## src/rtl/rmf_pkg.sv

```systemverilog
// ----------------------------------------------------------------------------
// Running median filter package
// Shared widths and the link record that passes between neighbouring cells.
// ----------------------------------------------------------------------------
package rmf_pkg;

	localparam int DATA_W = 16;
	// Ages run up to the largest supported window less one (thirty-one).
	localparam int AGE_W  = 5;

	typedef logic [DATA_W-1:0] sample_t;
	typedef logic [AGE_W-1:0]  age_t;

	// What a cell shows its neighbours in every cycle.
	typedef struct packed {
		sample_t value;
		age_t    age;
		logic    gt;     // stored value is greater than the incoming word
	} link_t;

endpackage

```

## src/rtl/rmf_cell.sv

```systemverilog
// ----------------------------------------------------------------------------
// Running median filter cell
// One place of the sorted chain: a sample with its age, rebuilt every update.
// ----------------------------------------------------------------------------
module rmf_cell #(
	parameter int   WINDOW   = 5,
	parameter bit   FIRST    = 1'b0,
	parameter bit   LAST     = 1'b0,
	parameter int   INIT_AGE = 0
) (
	input  logic             clk,
	input  logic             arst_n,
	input  logic             en,
	input  rmf_pkg::sample_t x,
	input  rmf_pkg::link_t   left,
	input  rmf_pkg::link_t   right,
	input  logic             old_left,   // the evicted entry lies left of this cell
	output rmf_pkg::link_t   link,
	output logic             old_out,    // the evicted entry lies at or left of here
	output rmf_pkg::sample_t next_value
);

	localparam rmf_pkg::age_t OLDEST = rmf_pkg::age_t'(WINDOW - 1);

	rmf_pkg::sample_t value_q;
	rmf_pkg::age_t    age_q;
	rmf_pkg::age_t    next_age;
	logic             is_old;
	logic             gt;
	logic             evict_right;
	logic             evict_here_or_right;
	rmf_pkg::link_t   own;   // entry i of the list with the evicted entry removed
	rmf_pkg::link_t   prev;  // entry i-1 of that list

	assign is_old = (age_q == OLDEST);
	assign gt     = ($signed(value_q) > $signed(x));
	assign link   = '{value: value_q, age: age_q, gt: gt};
	assign old_out = old_left | is_old;

	assign evict_right         = !old_left && !is_old;
	assign evict_here_or_right = !old_left;

	assign own  = evict_right ? link : right;
	assign prev = evict_here_or_right ? left : link;

	// Keep entry i while it is no greater than the new word, then place the new word
	// at the first greater entry, and shift the rest one place right.
	always_comb begin
		priority if (!LAST && !own.gt) begin
			next_value = own.value;
			next_age   = own.age + rmf_pkg::age_t'(1);
		end else if (FIRST || !prev.gt) begin
			next_value = x;
			next_age   = '0;
		end else begin
			next_value = prev.value;
			next_age   = prev.age + rmf_pkg::age_t'(1);
		end
	end

	always_ff @(posedge clk or negedge arst_n) begin
		if (!arst_n) begin
			value_q <= '0;
			age_q   <= rmf_pkg::age_t'(INIT_AGE);
		end else if (en) begin
			value_q <= next_value;
			age_q   <= next_age;
		end
	end

endmodule

```

## src/rtl/running_median_filter_top.sv

```systemverilog
// ----------------------------------------------------------------------------
// Running median filter, top level
// Sliding-window median of a signed sample stream, kept as a sorted cell chain.
// ----------------------------------------------------------------------------
// Output: the median of a word is registered as the word is taken and shows in the next cycle.
// Throughput: one word per cycle unless m_tready stalls; one compare-and-shift step
// of the cell chain is the whole update, so the output register alone paces it.
// Reset: arst_n clears the window to zeros with staggered ages and empties the
// output register; the first medians therefore count the zero entries.
// ----------------------------------------------------------------------------
module running_median_filter_top #(
	parameter int WINDOW = 5
) (
	input  logic        clk,
	input  logic        arst_n,
	input  logic        s_tvalid,
	output logic        s_tready,
	input  logic [15:0] s_tdata,   // [15:0] sample
	output logic        m_tvalid,
	input  logic        m_tready,
	output logic [15:0] m_tdata    // [15:0] median
);

	localparam int MID = WINDOW >> 1;

	// The chain holds the window sorted ascending, each entry tagged with its age.
	// On each accepted word the entry whose age has reached WINDOW-1 is dropped,
	// the word is inserted at its sorted place and all other ages advance by one.
	// Every cell decides its new contents from itself and its two neighbours, plus
	// a single ripple flag that tells it whether the dropped entry lies to its left.

	rmf_pkg::link_t   links    [WINDOW];
	logic             old_chain[WINDOW];
	rmf_pkg::sample_t next_val [WINDOW];

	logic  take;
	logic  m_tvalid_q;
	logic [15:0] median_q;

	// The output register parts the two sides: a new word is taken whenever the
	// previous median has gone or is leaving in this same cycle.
	assign s_tready = !m_tvalid_q || m_tready;
	assign take     = s_tvalid && s_tready;

	genvar i;
	generate
		for (i = 0; i < WINDOW; i++) begin : g_cell
			rmf_pkg::link_t left_link;
			rmf_pkg::link_t right_link;
			logic           old_in;

			if (i == 0) begin : g_first
				assign left_link = '0;
				assign old_in    = 1'b0;
			end else begin : g_mid_left
				assign left_link = links[i-1];
				assign old_in    = old_chain[i-1];
			end

			if (i == WINDOW - 1) begin : g_last
				assign right_link = '0;
			end else begin : g_mid_right
				assign right_link = links[i+1];
			end

			rmf_cell #(
				.WINDOW  (WINDOW),
				.FIRST   (i == 0),
				.LAST    (i == WINDOW - 1),
				.INIT_AGE(WINDOW - 1 - i)
			) u_cell (
				.clk       (clk),
				.arst_n    (arst_n),
				.en        (take),
				.x         (s_tdata),
				.left      (left_link),
				.right     (right_link),
				.old_left  (old_in),
				.link      (links[i]),
				.old_out   (old_chain[i]),
				.next_value(next_val[i])
			);
		end
	endgenerate

	// The median is the middle cell's new value, captured with the update.
	always_ff @(posedge clk or negedge arst_n) begin
		if (!arst_n) begin
			m_tvalid_q <= 1'b0;
		end else if (take) begin
			m_tvalid_q <= 1'b1;
		end else if (m_tready) begin
			m_tvalid_q <= 1'b0;
		end
	end

	always_ff @(posedge clk) begin
		if (take) begin
			median_q <= next_val[MID];
		end
	end

	assign m_tvalid = m_tvalid_q;
	assign m_tdata  = median_q;

endmodule
```

## config.mk

```make
export PLATFORM = sky130hd
export DESIGN_NAME = running_median_filter_top
export DESIGN_NICKNAME = d
export VERILOG_FILES = /design/src/rtl/rmf_pkg.sv /design/src/rtl/rmf_cell.sv /design/src/rtl/running_median_filter_top.sv
export SDC_FILE = /design/constraint.sdc
export NUM_CORES = 1
export LEC_CHECK = 0
export BUFFER_PORTS_ARGS = -buffer_cell sky130_fd_sc_hd__buf_2
export CAP_MARGIN = 20
export CORE_UTILIZATION = 60
export CTS_CLUSTER_SIZE = 8
export DETAILED_ROUTE_END_ITERATION = 6
export PLACE_DENSITY_LB_ADDON = 0.2
export REMOVE_ABC_BUFFERS = 1
export SETUP_SLACK_MARGIN = 0.1
export SYNTH_ARGS = -nofsm -noshare
export SYNTH_HDL_FRONTEND = slang
export SYNTH_HIERARCHICAL = 1
export SYNTH_SLANG_ARGS = --single-unit
export TNS_END_PERCENT = 5
```

## constraint.sdc

```tcl
create_clock -name clk -period 14.9 [get_ports clk]
set_clock_uncertainty 0.05 [all_clocks]
set_input_delay 2.235 -clock clk [delete_from_list [all_inputs] [get_ports clk]]
set_output_delay 2.235 -clock clk [all_outputs]
set_load 0.01 [all_outputs]
```

==> results of run 1 <==
==> per-layer routing <==
layer | vias up | global-route usage | share of wire
li1 | 4696 | - | -
met1 | 4835 | 0.4581 | 0.45
met2 | 381 | 0.5037 | 0.46
met3 | 42 | 0.05026 | 0.071
met4 | 0 | 0.08676 | 0.017
met5 | - | 0 | 0
==> worst max-delay path by stage <==
stage | start | to | slack [ps] | cells after the start
5_1_grt | s_tdata[11] | g_cell[2].u_cell/age_q[2] | 9120 | 12
2_1_floorplan | s_tdata[11] | g_cell[2].u_cell/age_q[2] | 9440 | 10
3_5_place_dp | s_tdata[6] | g_cell[2].u_cell/age_q[2] | 8880 | 12
4_1_cts | s_tdata[6] | g_cell[2].u_cell/age_q[2] | 9300 | 12
3_3_place_gp | s_tdata[6] | g_cell[2].u_cell/age_q[2] | 8950 | 12
6_report | s_tdata[6] | g_cell[2].u_cell/age_q[2] | 9200 | 12
==> sequential cells by signal, indices dropped and copies added (netlist names) <==
name and flops:
g_cell.u_cell/value_q 80, g_cell.u_cell/age_q 25, m_tdata 16, m_tvalid 1
==> cell type report <==
cell class	count	area, um^2	area share
well taps	234	292.8	0.02435
flip-flops and latches	122	3139	0.2611
clock buffers	19	432.9	0.03601
repair buffers	47	262.8	0.02186
inverters	106	405.4	0.03372
clock inverters	13	176.4	0.01468
multi-input cells	950	7312	0.6082
==> tightest hold or removal path, stage by stage (launching register included) <==
cell                       delay, ps
sky130_fd_sc_hd__dfrtp_1         380
sky130_fd_sc_hd__nand2b_4         70
sky130_fd_sc_hd__nand2b_1         60
==> stage by stage <==
| step | cell area (um^2) | setup slack [ps] | power [mW] | cells | hold WS, ps |
|---|---|---|---|---|---|
| floorplan | 10860 | 9438 | 1.744 | 1178 | 447.2 |
| global placement | 11410 | 8952 | 2.115 | 1459 | 469.1 |
| detailed placement | 11410 | 8883 | 2.152 | 1459 | 480.3 |
| CTS | 12020 | 9299 | 2.603 | 1491 | 492.6 |
| global route | 12020 | 9122 | 2.798 | 1491 | 509.2 |
| finish | 12020 | 9200 | 2.621 | 1491 | 487.2 |
==> power groups by stage <==
stage | registers (mW) | clock network, mW | logic [mW]
6_report | 0.708 | 0.438 | 1.48
5_1_grt | 0.733 | 0.458 | 1.61
4_1_cts | 0.702 | 0.444 | 1.46
3_5_place_dp | 0.705 | 0 | 1.45
3_3_place_gp | 0.704 | 0 | 1.41
2_1_floorplan | 0.641 | 0 | 1.10
==> impl_summary.txt, run 1 <==
----------------------------------------------------
[Final layout]
  Final layout net count ... around 1400
  Most common library cell in the layout ignoring fill and taps ... sky130_fd_sc_hd__nand2_1
  Most frequent cells in the layout ... sky130_fd_sc_hd__nand2_1, sky130_fd_sc_hd__inv_1, sky130_fd_sc_hd__dfrtp_1
  End-of-flow core utilization ... 0.6427
  Area added between synthesis and finish ... 5.086%
  Share of cells above drive strength 1 ... 0.1679
  Filler instances ... between 1500 and 2000
  Number of antenna repair diodes ... 0

[Clocking]
  Number of hold buffers added after cts ... 0
  Skew-Pair Late Insertion Delay ... ~430 ps
  Count of cells resized by post-cts repair ... 0
  Clock transition at the registers of the reported paths ... approximately 60 ps
  Clock sink count ... 122
  Clock root buffer ... sky130_fd_sc_hd__clkbuf_16
  CTS tree ... done
  Number of setup buffers added after CTS ... 0
  Level count of the clock H-tree ... 4
  Number of buffers inserted during clock tree synthesis ... 17
  Number of buffers on the longest clock path ... 2

[Timing]
  Final critical-path share of the clock period ... 0.3826
  Max transition margin ... 0.2615
  Transition time at the pin with the least slew margin ... 1108 ps
  Unrepaired setup endpoints after global routing ... false
  Number of failing hold endpoints at the final stage ... 0
  Min Tclk post-route ... roughly 5700 ps
  Fmax ... 175.4 MHz
  Setup TNS ... 0 ps
  Final-report max-slew violation count ... 0
  Count of final setup violators ... 0

[Power and ir drop]
  Sequential share of power ... 0.270
  Logic pwr share ... 0.563
  Net switching component of the power ... between 1 and 1.5 mW
  Worst IR Drop VDD ... 0.1114 mV
  Clock power frac ... 0.167
  Pwr per Cell Area ... roughly 220 nW/um^2
  Leak Pwr ... ~5.1 nW
  Switch share ... 0.4746
  Cell Int Power ... 1.377 mW

[Floorplan]
  Height of the chip ... approximately 140 um
  Starting density of the core ... 0.6116
  Total core area ... around 19000 um^2
  Die ar. ... 19620 um^2
  Std-Cell Rows ... 50
  Total I/O pin count ... 38
  DIE WIDTH ... about 140 um

[Min path]
  Start point of the worst hold path ... m_tvalid
  HP Class ... reg -> reg
  WHS Endpoint ... m_tvalid
  Hold depth ... 2

[Routing]
  Post-route DRC violation count ... 0
  Iteration-0 DRC count of the detailed router ... about 950
  Routed Antenna Nets ... 0
  Total number of vias ... 9954
  Wire length reported by the detailed router ... slightly above 30 mm
  Average routed wire per standard cell ... ~21 um
  1st-pass router iterations ... 5
  Vias per cell ... ~6.7

[Outcome]
  Status ... finished, final reports clean

[Logic synthesis]
  Area of the mapped netlist ... roughly 11000 um^2
  Synthesis warning total ... 6
  Count of mapped cells out of synthesis ... between 1000 and 1500
  Synth Area per Inst ... roughly 9.0 um^2

[Worst setup path]
  Buffers & Inverters on Critical Path ... 3
  Required arrival time at the worst endpoint ... 15180 ps
  Critical Path Max Stage Delay ... between 800 and 900 ps
  Worst setup SP type ... primary input
  Start-to-end type of the worst setup path ... in -> reg
  Worst r2r path cells ... 15
  Worst-path cell with the longest stage delay ... sky130_fd_sc_hd__a31o_1
  Startpoint of the lowest-slack register-to-register path ... g_cell[0].u_cell/age_q[4]
  Worst Path Max Fanout ... 60
  Register-to-register setup slack ... between 10000 and 15000 ps
  Nature of the critical path endpoint ... register
  RR Endpoint ... g_cell[3].u_cell/age_q[4]
  Cell class contributing the biggest share of worst-path delay ... compound AO/OA/AOI/OAI gates
  CP cell instances ... buf_2, inv_1, ha_1, nand4_1, nor4_4, a32o_1, a31oi_4, buf_4, and3_1, a31o_1, nand2_1, o221ai_1
  Arr. time, crit path ... 5980 ps

[Global routing]
  Final global-route overflow total ... 0
  Maximum number of pins on one net before global-route repair ... between 60 and 70
  Via count of the first global-routing pass ... roughly 9000
  First-pass GRT wire length ... 49.67 mm
  Global-route usage over all layers ... 0.3209
  Number of antenna violations at the first check in global routing ... 0

[Placement]
  Sum of net half-perimeters after detailed placement ... around 21 mm
  RePlAce Congestion ... 0.8883
  Port buffer count ... 37

[Flow run]
  Count of maximum capacitance violations ... 0

----------------------------------------------------
No activity file was read; power rests on OpenSTA's default activity.
==> run 2: changes to the inputs <==
- CORE_UTILIZATION: 60 -> 59
- clock period: 14.9 -> 4.6 ns (I/O delays scaled with it)
==> run 2 against run 1 <==
Sequential power grew to 3.2 times the previous value. Register-to-register slack lost 9400 ps. Worst hold slack lost 67 ps. Global-route usage shrank 1.7 points. Critical path depth grew 4. Cell area grew 1.2%. First-iteration DRC count shrank 10%. Die area grew 1.7%.
==> impl_summary.txt, run 2 (synthesis gave the netlist of run 1 again) <==
----------------------------------------------------
[Clocking]
  Clock root buffer ... sky130_fd_sc_hd__clkbuf_16
  Number of buffers inserted during clock tree synthesis ... 17
  CTS tree ... done
  Level count of the clock H-tree ... 4
  Clock transition at the registers of the reported paths ... roughly 60 ps
  Count of cells resized by post-cts repair ... 0
  Number of buffers on the longest clock path ... 2
  Skew-Pair Late Insertion Delay ... about 430 ps
  Clock sink count ... around 120

[Power and ir drop]
  Worst IR Drop VDD ... roughly 0.28 mV
  Leak Pwr ... between 5 and 6 nW
  Power consumption ... 8.440 mW
  Pwr per Cell Area ... between 600 and 700 nW/um^2

[Placement]
  Cell Area, Placed ... roughly 12000 um^2
  Port buffer count ... 37
  Cells after DPL ... between 1000 and 1500
  Post-placement setup slack ... between 500 and 600 ps
  Sum of net half-perimeters after detailed placement ... 20.94 mm
  RePlAce Congestion ... around 0.89

[Routing]
  Routed Antenna Nets ... 0
  Post-route DRC violation count ... 0
  Total number of vias ... between 9000 and 10000
  Vias per cell ... 6.472
  Total routed wire length on the met1 layer ... roughly 14 mm
  Routed met2 length ... between 10 and 15 mm
  Average routed wire per standard cell ... 19.24 um
  1st-pass router iterations ... 6
  Iteration-0 DRC count of the detailed router ... roughly 860
  Top metal layer carrying routed signals ... met4
  Wire length reported by the detailed router ... between 20 and 30 mm
  Total length of routed met3 wires ... between 1.5 and 2 mm

[Floorplan]
  DIE WIDTH ... about 140 um
  Height of the chip ... 141.2 um
  Starting density of the core ... 0.6075
  Total core area ... around 19000 um^2
  Total I/O pin count ... 38
  Die ar. ... 19950 um^2
  Std-Cell Rows ... 50

[Timing]
  Setup TNS ... 0 ps
  Max transition margin ... 0.3522
  Final critical-path share of the clock period ... 0.8622
  Count of final setup violators ... 0
  Worst hold slack ... 419.8 ps
  Number of failing hold endpoints at the final stage ... 0
  Final-report max-slew violation count ... 0
  Unrepaired setup endpoints after global routing ... false
  Transition time at the pin with the least slew margin ... about 970 ps
  Final worst-path setup slack ... between 600 and 700 ps
  Fmax ... 252.1 MHz
  Min Tclk post-route ... 3966 ps

[Worst setup path]
  Register-to-register setup slack ... roughly 630 ps
  Worst Path Max Fanout ... 48
  Start-to-end type of the worst setup path ... reg -> reg
  Arr. time, crit path ... around 4200 ps
  Nature of the critical path endpoint ... register
  Required arrival time at the worst endpoint ... a little under 5000 ps
  Worst setup SP type ... register

[Final layout]
  End-of-flow core utilization ... 0.6460
  Most common library cell in the layout ignoring fill and taps ... sky130_fd_sc_hd__nand2_1
  Most frequent cells in the layout ... sky130_fd_sc_hd__nand2_1, sky130_fd_sc_hd__inv_1, sky130_fd_sc_hd__dfrtp_1
  Register with the most flip-flops ... g_cell.u_cell/value_q
  Number of flip-flops in the largest register ... 80
  Non-Filler Instances ... approximately 1500
  Final layout net count ... approximately 1400
  Final design instance area without fill ... 12170 um^2
  Area added between synthesis and finish ... 6.343%
  Share of cells above drive strength 1 ... 0.1786
  Number of antenna repair diodes ... 0

[Global routing]
  First-pass GRT wire length ... between 40 and 50 mm
  Final global-route overflow total ... 0
  Number of antenna violations at the first check in global routing ... 0
  Maximum number of pins on one net before global-route repair ... 70
  Via count of the first global-routing pass ... 9282
  Global-route usage over all layers ... 0.3041

[Outcome]
  Status ... finished, final reports clean

[Min path]
  HP Class ... in -> reg

[Flow run]
  Count of maximum capacitance violations ... 0

----------------------------------------------------
[run 2: cell types whose count changed in the layout (fill, tap and decap cells not counted), sizes merged]
cell         delta
clkinv          -2
dlygate4sd3     +1
clkbuf          +2
bufinv          -1
buf            +13
inv             +1
[run 2: worst paths after layout]
check / cells past startpoint / to / from
min reg2reg: 2 / m_tvalid / m_tvalid
min in group asynchronous: 2 / m_tvalid / arst_n
min: 2 / m_tvalid / s_tvalid
max: 16 / g_cell[3].u_cell/age_q[4] / g_cell[0].u_cell/age_q[4]
max in group asynchronous: 3 / g_cell[1].u_cell/value_q[15] / arst_n
max reg2reg: 16 / g_cell[3].u_cell/age_q[4] / g_cell[0].u_cell/age_q[4]
[run 2: repair_timing]
action | in CTS | in global routing
endpoints found under the setup margin | 0 | 0
buffers inserted | 0 | 0
endpoints found under the hold margin | 1 | 0
hold buffers | 1 | 0
[run 2: area by class of cell]
cell class,count,area (um^2)
timing repair buffer,61,370.4
tap,260,325.3
multi-input combinational,950,7312
sequential,122,3139
fill,1582,6665
inverter,106,405.4
clock buffer,21,471.7
clock inverter,11,141.4
[run 2: worst max-delay path: stages, from the launching register on]
cell and delay [ps]:
sky130_fd_sc_hd__dfrtp_1 390, sky130_fd_sc_hd__and2b_1 220, sky130_fd_sc_hd__a21oi_2 330, sky130_fd_sc_hd__inv_2 70, sky130_fd_sc_hd__a21oi_2 100, sky130_fd_sc_hd__buf_4 180, sky130_fd_sc_hd__inv_4 40, sky130_fd_sc_hd__a21oi_2 160
sky130_fd_sc_hd__inv_4 220, sky130_fd_sc_hd__a21oi_2 470, sky130_fd_sc_hd__inv_4 210, sky130_fd_sc_hd__mux2_2 280, sky130_fd_sc_hd__ha_1 210, sky130_fd_sc_hd__a21boi_2 230, sky130_fd_sc_hd__mux2_2 350, sky130_fd_sc_hd__a22oi_1 150
sky130_fd_sc_hd__o221ai_1 140
[run 2: routing by layer]
| metal | GRT usage | vias to the layer above |
|---|---|---|
| met5 | 0 | - |
| met4 | 0.08410 | 0 |
| met3 | 0.04008 | 30 |
| met2 | 0.4935 | 314 |
| met1 | 0.4240 | 4824 |
| li1 | - | 4740 |
[run 2: where the power goes]
group / internal (mW) / leakage, nW / switching, mW
registers: 1.62 / 1.32 / 0.673
clock network: 0.896 / 0.294 / 0.516
logic: 1.99 / 3.58 / 2.74
==> run 3: changes to the inputs <==
- CORE_ASPECT_RATIO: unset -> 1.4
==> run 3 against run 2 <==
Clock power fell by 8%. Die area barely moved. Highest routed layer unchanged. Critical path depth fell by 1. First-iteration DRC count fell by 14%. Worst hold slack got worse by 290 ps. Via count barely moved. Register-to-register slack got worse by 50 ps. Sequential share of layout area rose by 0.18 points. Non-clock buffer count fell by 2.
==> impl_summary.txt, run 3 (synthesis gave the netlist of run 1 again) <==
----------------------------------------------------
[Final layout]
  Share of cells above drive strength 1 ... 0.1773
  Most frequent cells in the layout ... sky130_fd_sc_hd__nand2_1, sky130_fd_sc_hd__inv_1, sky130_fd_sc_hd__dfrtp_1
  Area added between synthesis and finish ... 5.611%
  Register with the most flip-flops ... g_cell.u_cell/value_q
  Most common library cell in the layout ignoring fill and taps ... sky130_fd_sc_hd__nand2_1
  Final design instance area without fill ... 12080 um^2
  Number of flip-flops in the largest register ... 80
  Number of antenna repair diodes ... 0
  Filler instances ... between 1500 and 2000
  Final layout net count ... roughly 1400

[Routing]
  Average routed wire per standard cell ... between 20 and 25 um
  Routed Antenna Nets ... 0
  1st-pass router iterations ... 7
  Post-route DRC violation count ... 0
  Total number of vias ... between 9000 and 10000
  Wire length reported by the detailed router ... about 31 mm
  Vias per cell ... 6.543
  Iteration-0 DRC count of the detailed router ... approximately 740

[Clocking]
  Skew-Pair Late Insertion Delay ... 420 ps
  Level count of the clock H-tree ... 4
  Number of buffers inserted during clock tree synthesis ... 17
  Count of cells resized by post-cts repair ... 0
  Clock root buffer ... sky130_fd_sc_hd__clkbuf_16
  Clock sink count ... between 100 and 150
  Number of buffers on the longest clock path ... 2
  CTS tree ... done
  Clock transition at the registers of the reported paths ... roughly 60 ps
  Number of hold buffers added after cts ... 0
  Number of setup buffers added after CTS ... 0

[Timing]
  Fmax ... approximately 250 MHz
  Final-report max-slew violation count ... 0
  Max transition margin ... 0.4656
  Transition time at the pin with the least slew margin ... 801.7 ps
  Number of failing hold endpoints at the final stage ... 0
  Unrepaired setup endpoints after global routing ... false
  Final critical-path share of the clock period ... 0.8724
  Min Tclk post-route ... 4013 ps
  Count of final setup violators ... 0

[Floorplan]
  Starting density of the core ... 0.6077
  Die ar. ... about 20000 um^2
  Std-Cell Rows ... 59
  DIE WIDTH ... around 120 um
  Total core area ... roughly 19000 um^2
  Total I/O pin count ... 38
  Height of the chip ... roughly 170 um

[Placement]
  Cell Area, Placed ... between 10000 and 15000 um^2
  Port buffer count ... 37
  Sum of net half-perimeters after detailed placement ... between 20 and 25 mm
  RePlAce Congestion ... about 0.9

[Power and ir drop]
  Logic pwr share ... 0.571
  Net switching component of the power ... 3.975 mW
  Clock power frac ... 0.156
  Pwr per Cell Area ... 692.1 nW/um^2
  Leak Pwr ... a little over 5 nW
  Power consumption ... ~8.4 mW
  Switch share ... 0.4753
  Cell Int Power ... 4.387 mW
  Sequential share of power ... 0.273
  Worst IR Drop VDD ... between 0.3 and 0.4 mV

[Worst setup path]
  Required arrival time at the worst endpoint ... 4840 ps
  Arr. time, crit path ... ~4300 ps
  Nature of the critical path endpoint ... register
  Worst Path Max Fanout ... 48
  Worst setup SP type ... register
  Start-to-end type of the worst setup path ... reg -> reg

[Flow run]
  Count of maximum capacitance violations ... 0

[Outcome]
  Status ... finished, final reports clean

[Global routing]
  Global-route usage over all layers ... 0.3137
  Number of antenna violations at the first check in global routing ... 0
  Via count of the first global-routing pass ... ~10000
  Final global-route overflow total ... 0
  First-pass GRT wire length ... between 50 and 60 mm
  Maximum number of pins on one net before global-route repair ... 57

[Min path]
  HP Class ... in -> async

----------------------------------------------------
-- run 3: worst max-delay path, stage by stage, from the launching register on --
cell and delay [ps]:
sky130_fd_sc_hd__dfrtp_1 400, sky130_fd_sc_hd__and2b_1 220, sky130_fd_sc_hd__a21oi_2 340, sky130_fd_sc_hd__inv_2 100, sky130_fd_sc_hd__a21oi_2 190, sky130_fd_sc_hd__inv_4 50
sky130_fd_sc_hd__a21oi_2 190, sky130_fd_sc_hd__inv_4 230, sky130_fd_sc_hd__a21oi_2 490, sky130_fd_sc_hd__inv_4 210, sky130_fd_sc_hd__mux2_2 290, sky130_fd_sc_hd__ha_1 210
sky130_fd_sc_hd__a21boi_2 220, sky130_fd_sc_hd__mux2_2 350, sky130_fd_sc_hd__a22oi_1 150, sky130_fd_sc_hd__o221ai_1 150
-- run 3: final cells by class --
class / instances / area [um^2] / share of cell area
multi-input cells: 950 / 7312 / 0.6052
flip-flops and latches: 122 / 3139 / 0.2598
clock buffers: 22 / 475.5 / 0.03935
inverters: 106 / 405.4 / 0.03355
repair buffers: 59 / 352.8 / 0.02920
well taps: 244 / 305.3 / 0.02527
clock inverters: 10 / 91.34 / 0.007560
-- run 3: worst paths after layout --
check                                                from                           to  slack, ps  depth (start not counted)
max in group asynchronous                          arst_n  g_cell[0].u_cell/value_q[8]       3350                          2
worst min-delay path                               arst_n    g_cell[4].u_cell/age_q[3]        130                          1
worst max register to register  g_cell[0].u_cell/age_q[4]    g_cell[3].u_cell/age_q[4]        590                         15
min in group clk                                 s_tvalid                     m_tvalid        420                          2
worst min register to register                   m_tvalid                     m_tvalid        480                          2
worst max-delay path            g_cell[0].u_cell/age_q[4]    g_cell[3].u_cell/age_q[4]        590                         15
-- run 3: power by group through the flow --
| stage | registers [mW] | clock network (mW) | logic (mW) |
|---|---|---|---|
| 5_1_grt | 2.36 | 1.37 | 5.27 |
| 2_1_floorplan | 2.08 | 0 | 3.57 |
| 4_1_cts | 2.28 | 1.32 | 4.72 |
| 3_5_place_dp | 2.30 | 0 | 4.67 |
| 3_3_place_gp | 2.29 | 0 | 4.59 |
| 6_report | 2.29 | 1.30 | 4.78 |
-- run 3: layer usage --
layer / vias to the layer above / part of all wire / GRT usage
met3: 66 / 0.038 / 0.04007
met5: - / 0 / 0
met1: 4829 / 0.43 / 0.3975
met4: 0 / 0.027 / 0.1255
met2: 291 / 0.50 / 0.5366
li1: 4713 / - / -
-- run 3: per-stage QoR --
stage / worst slack (ps) / std cells / setup TNS [ps] / utilization / hold WS, ps
6_report: 587.0 / 1513 / 0 / 0.6418 / 132.9
3_3_place_gp: 671.4 / 1481 / 0 / 0.6117 / 481.1
2_1_floorplan: -100.8 / 1178 / -100.8 / - / 344.4
3_5_place_dp: 624.1 / 1481 / 0 / 0.6117 / 475.4
5_1_grt: 339.1 / 1513 / 0 / 0.6418 / 143.0
4_1_cts: 660.1 / 1513 / 0 / 0.6418 / 126.7
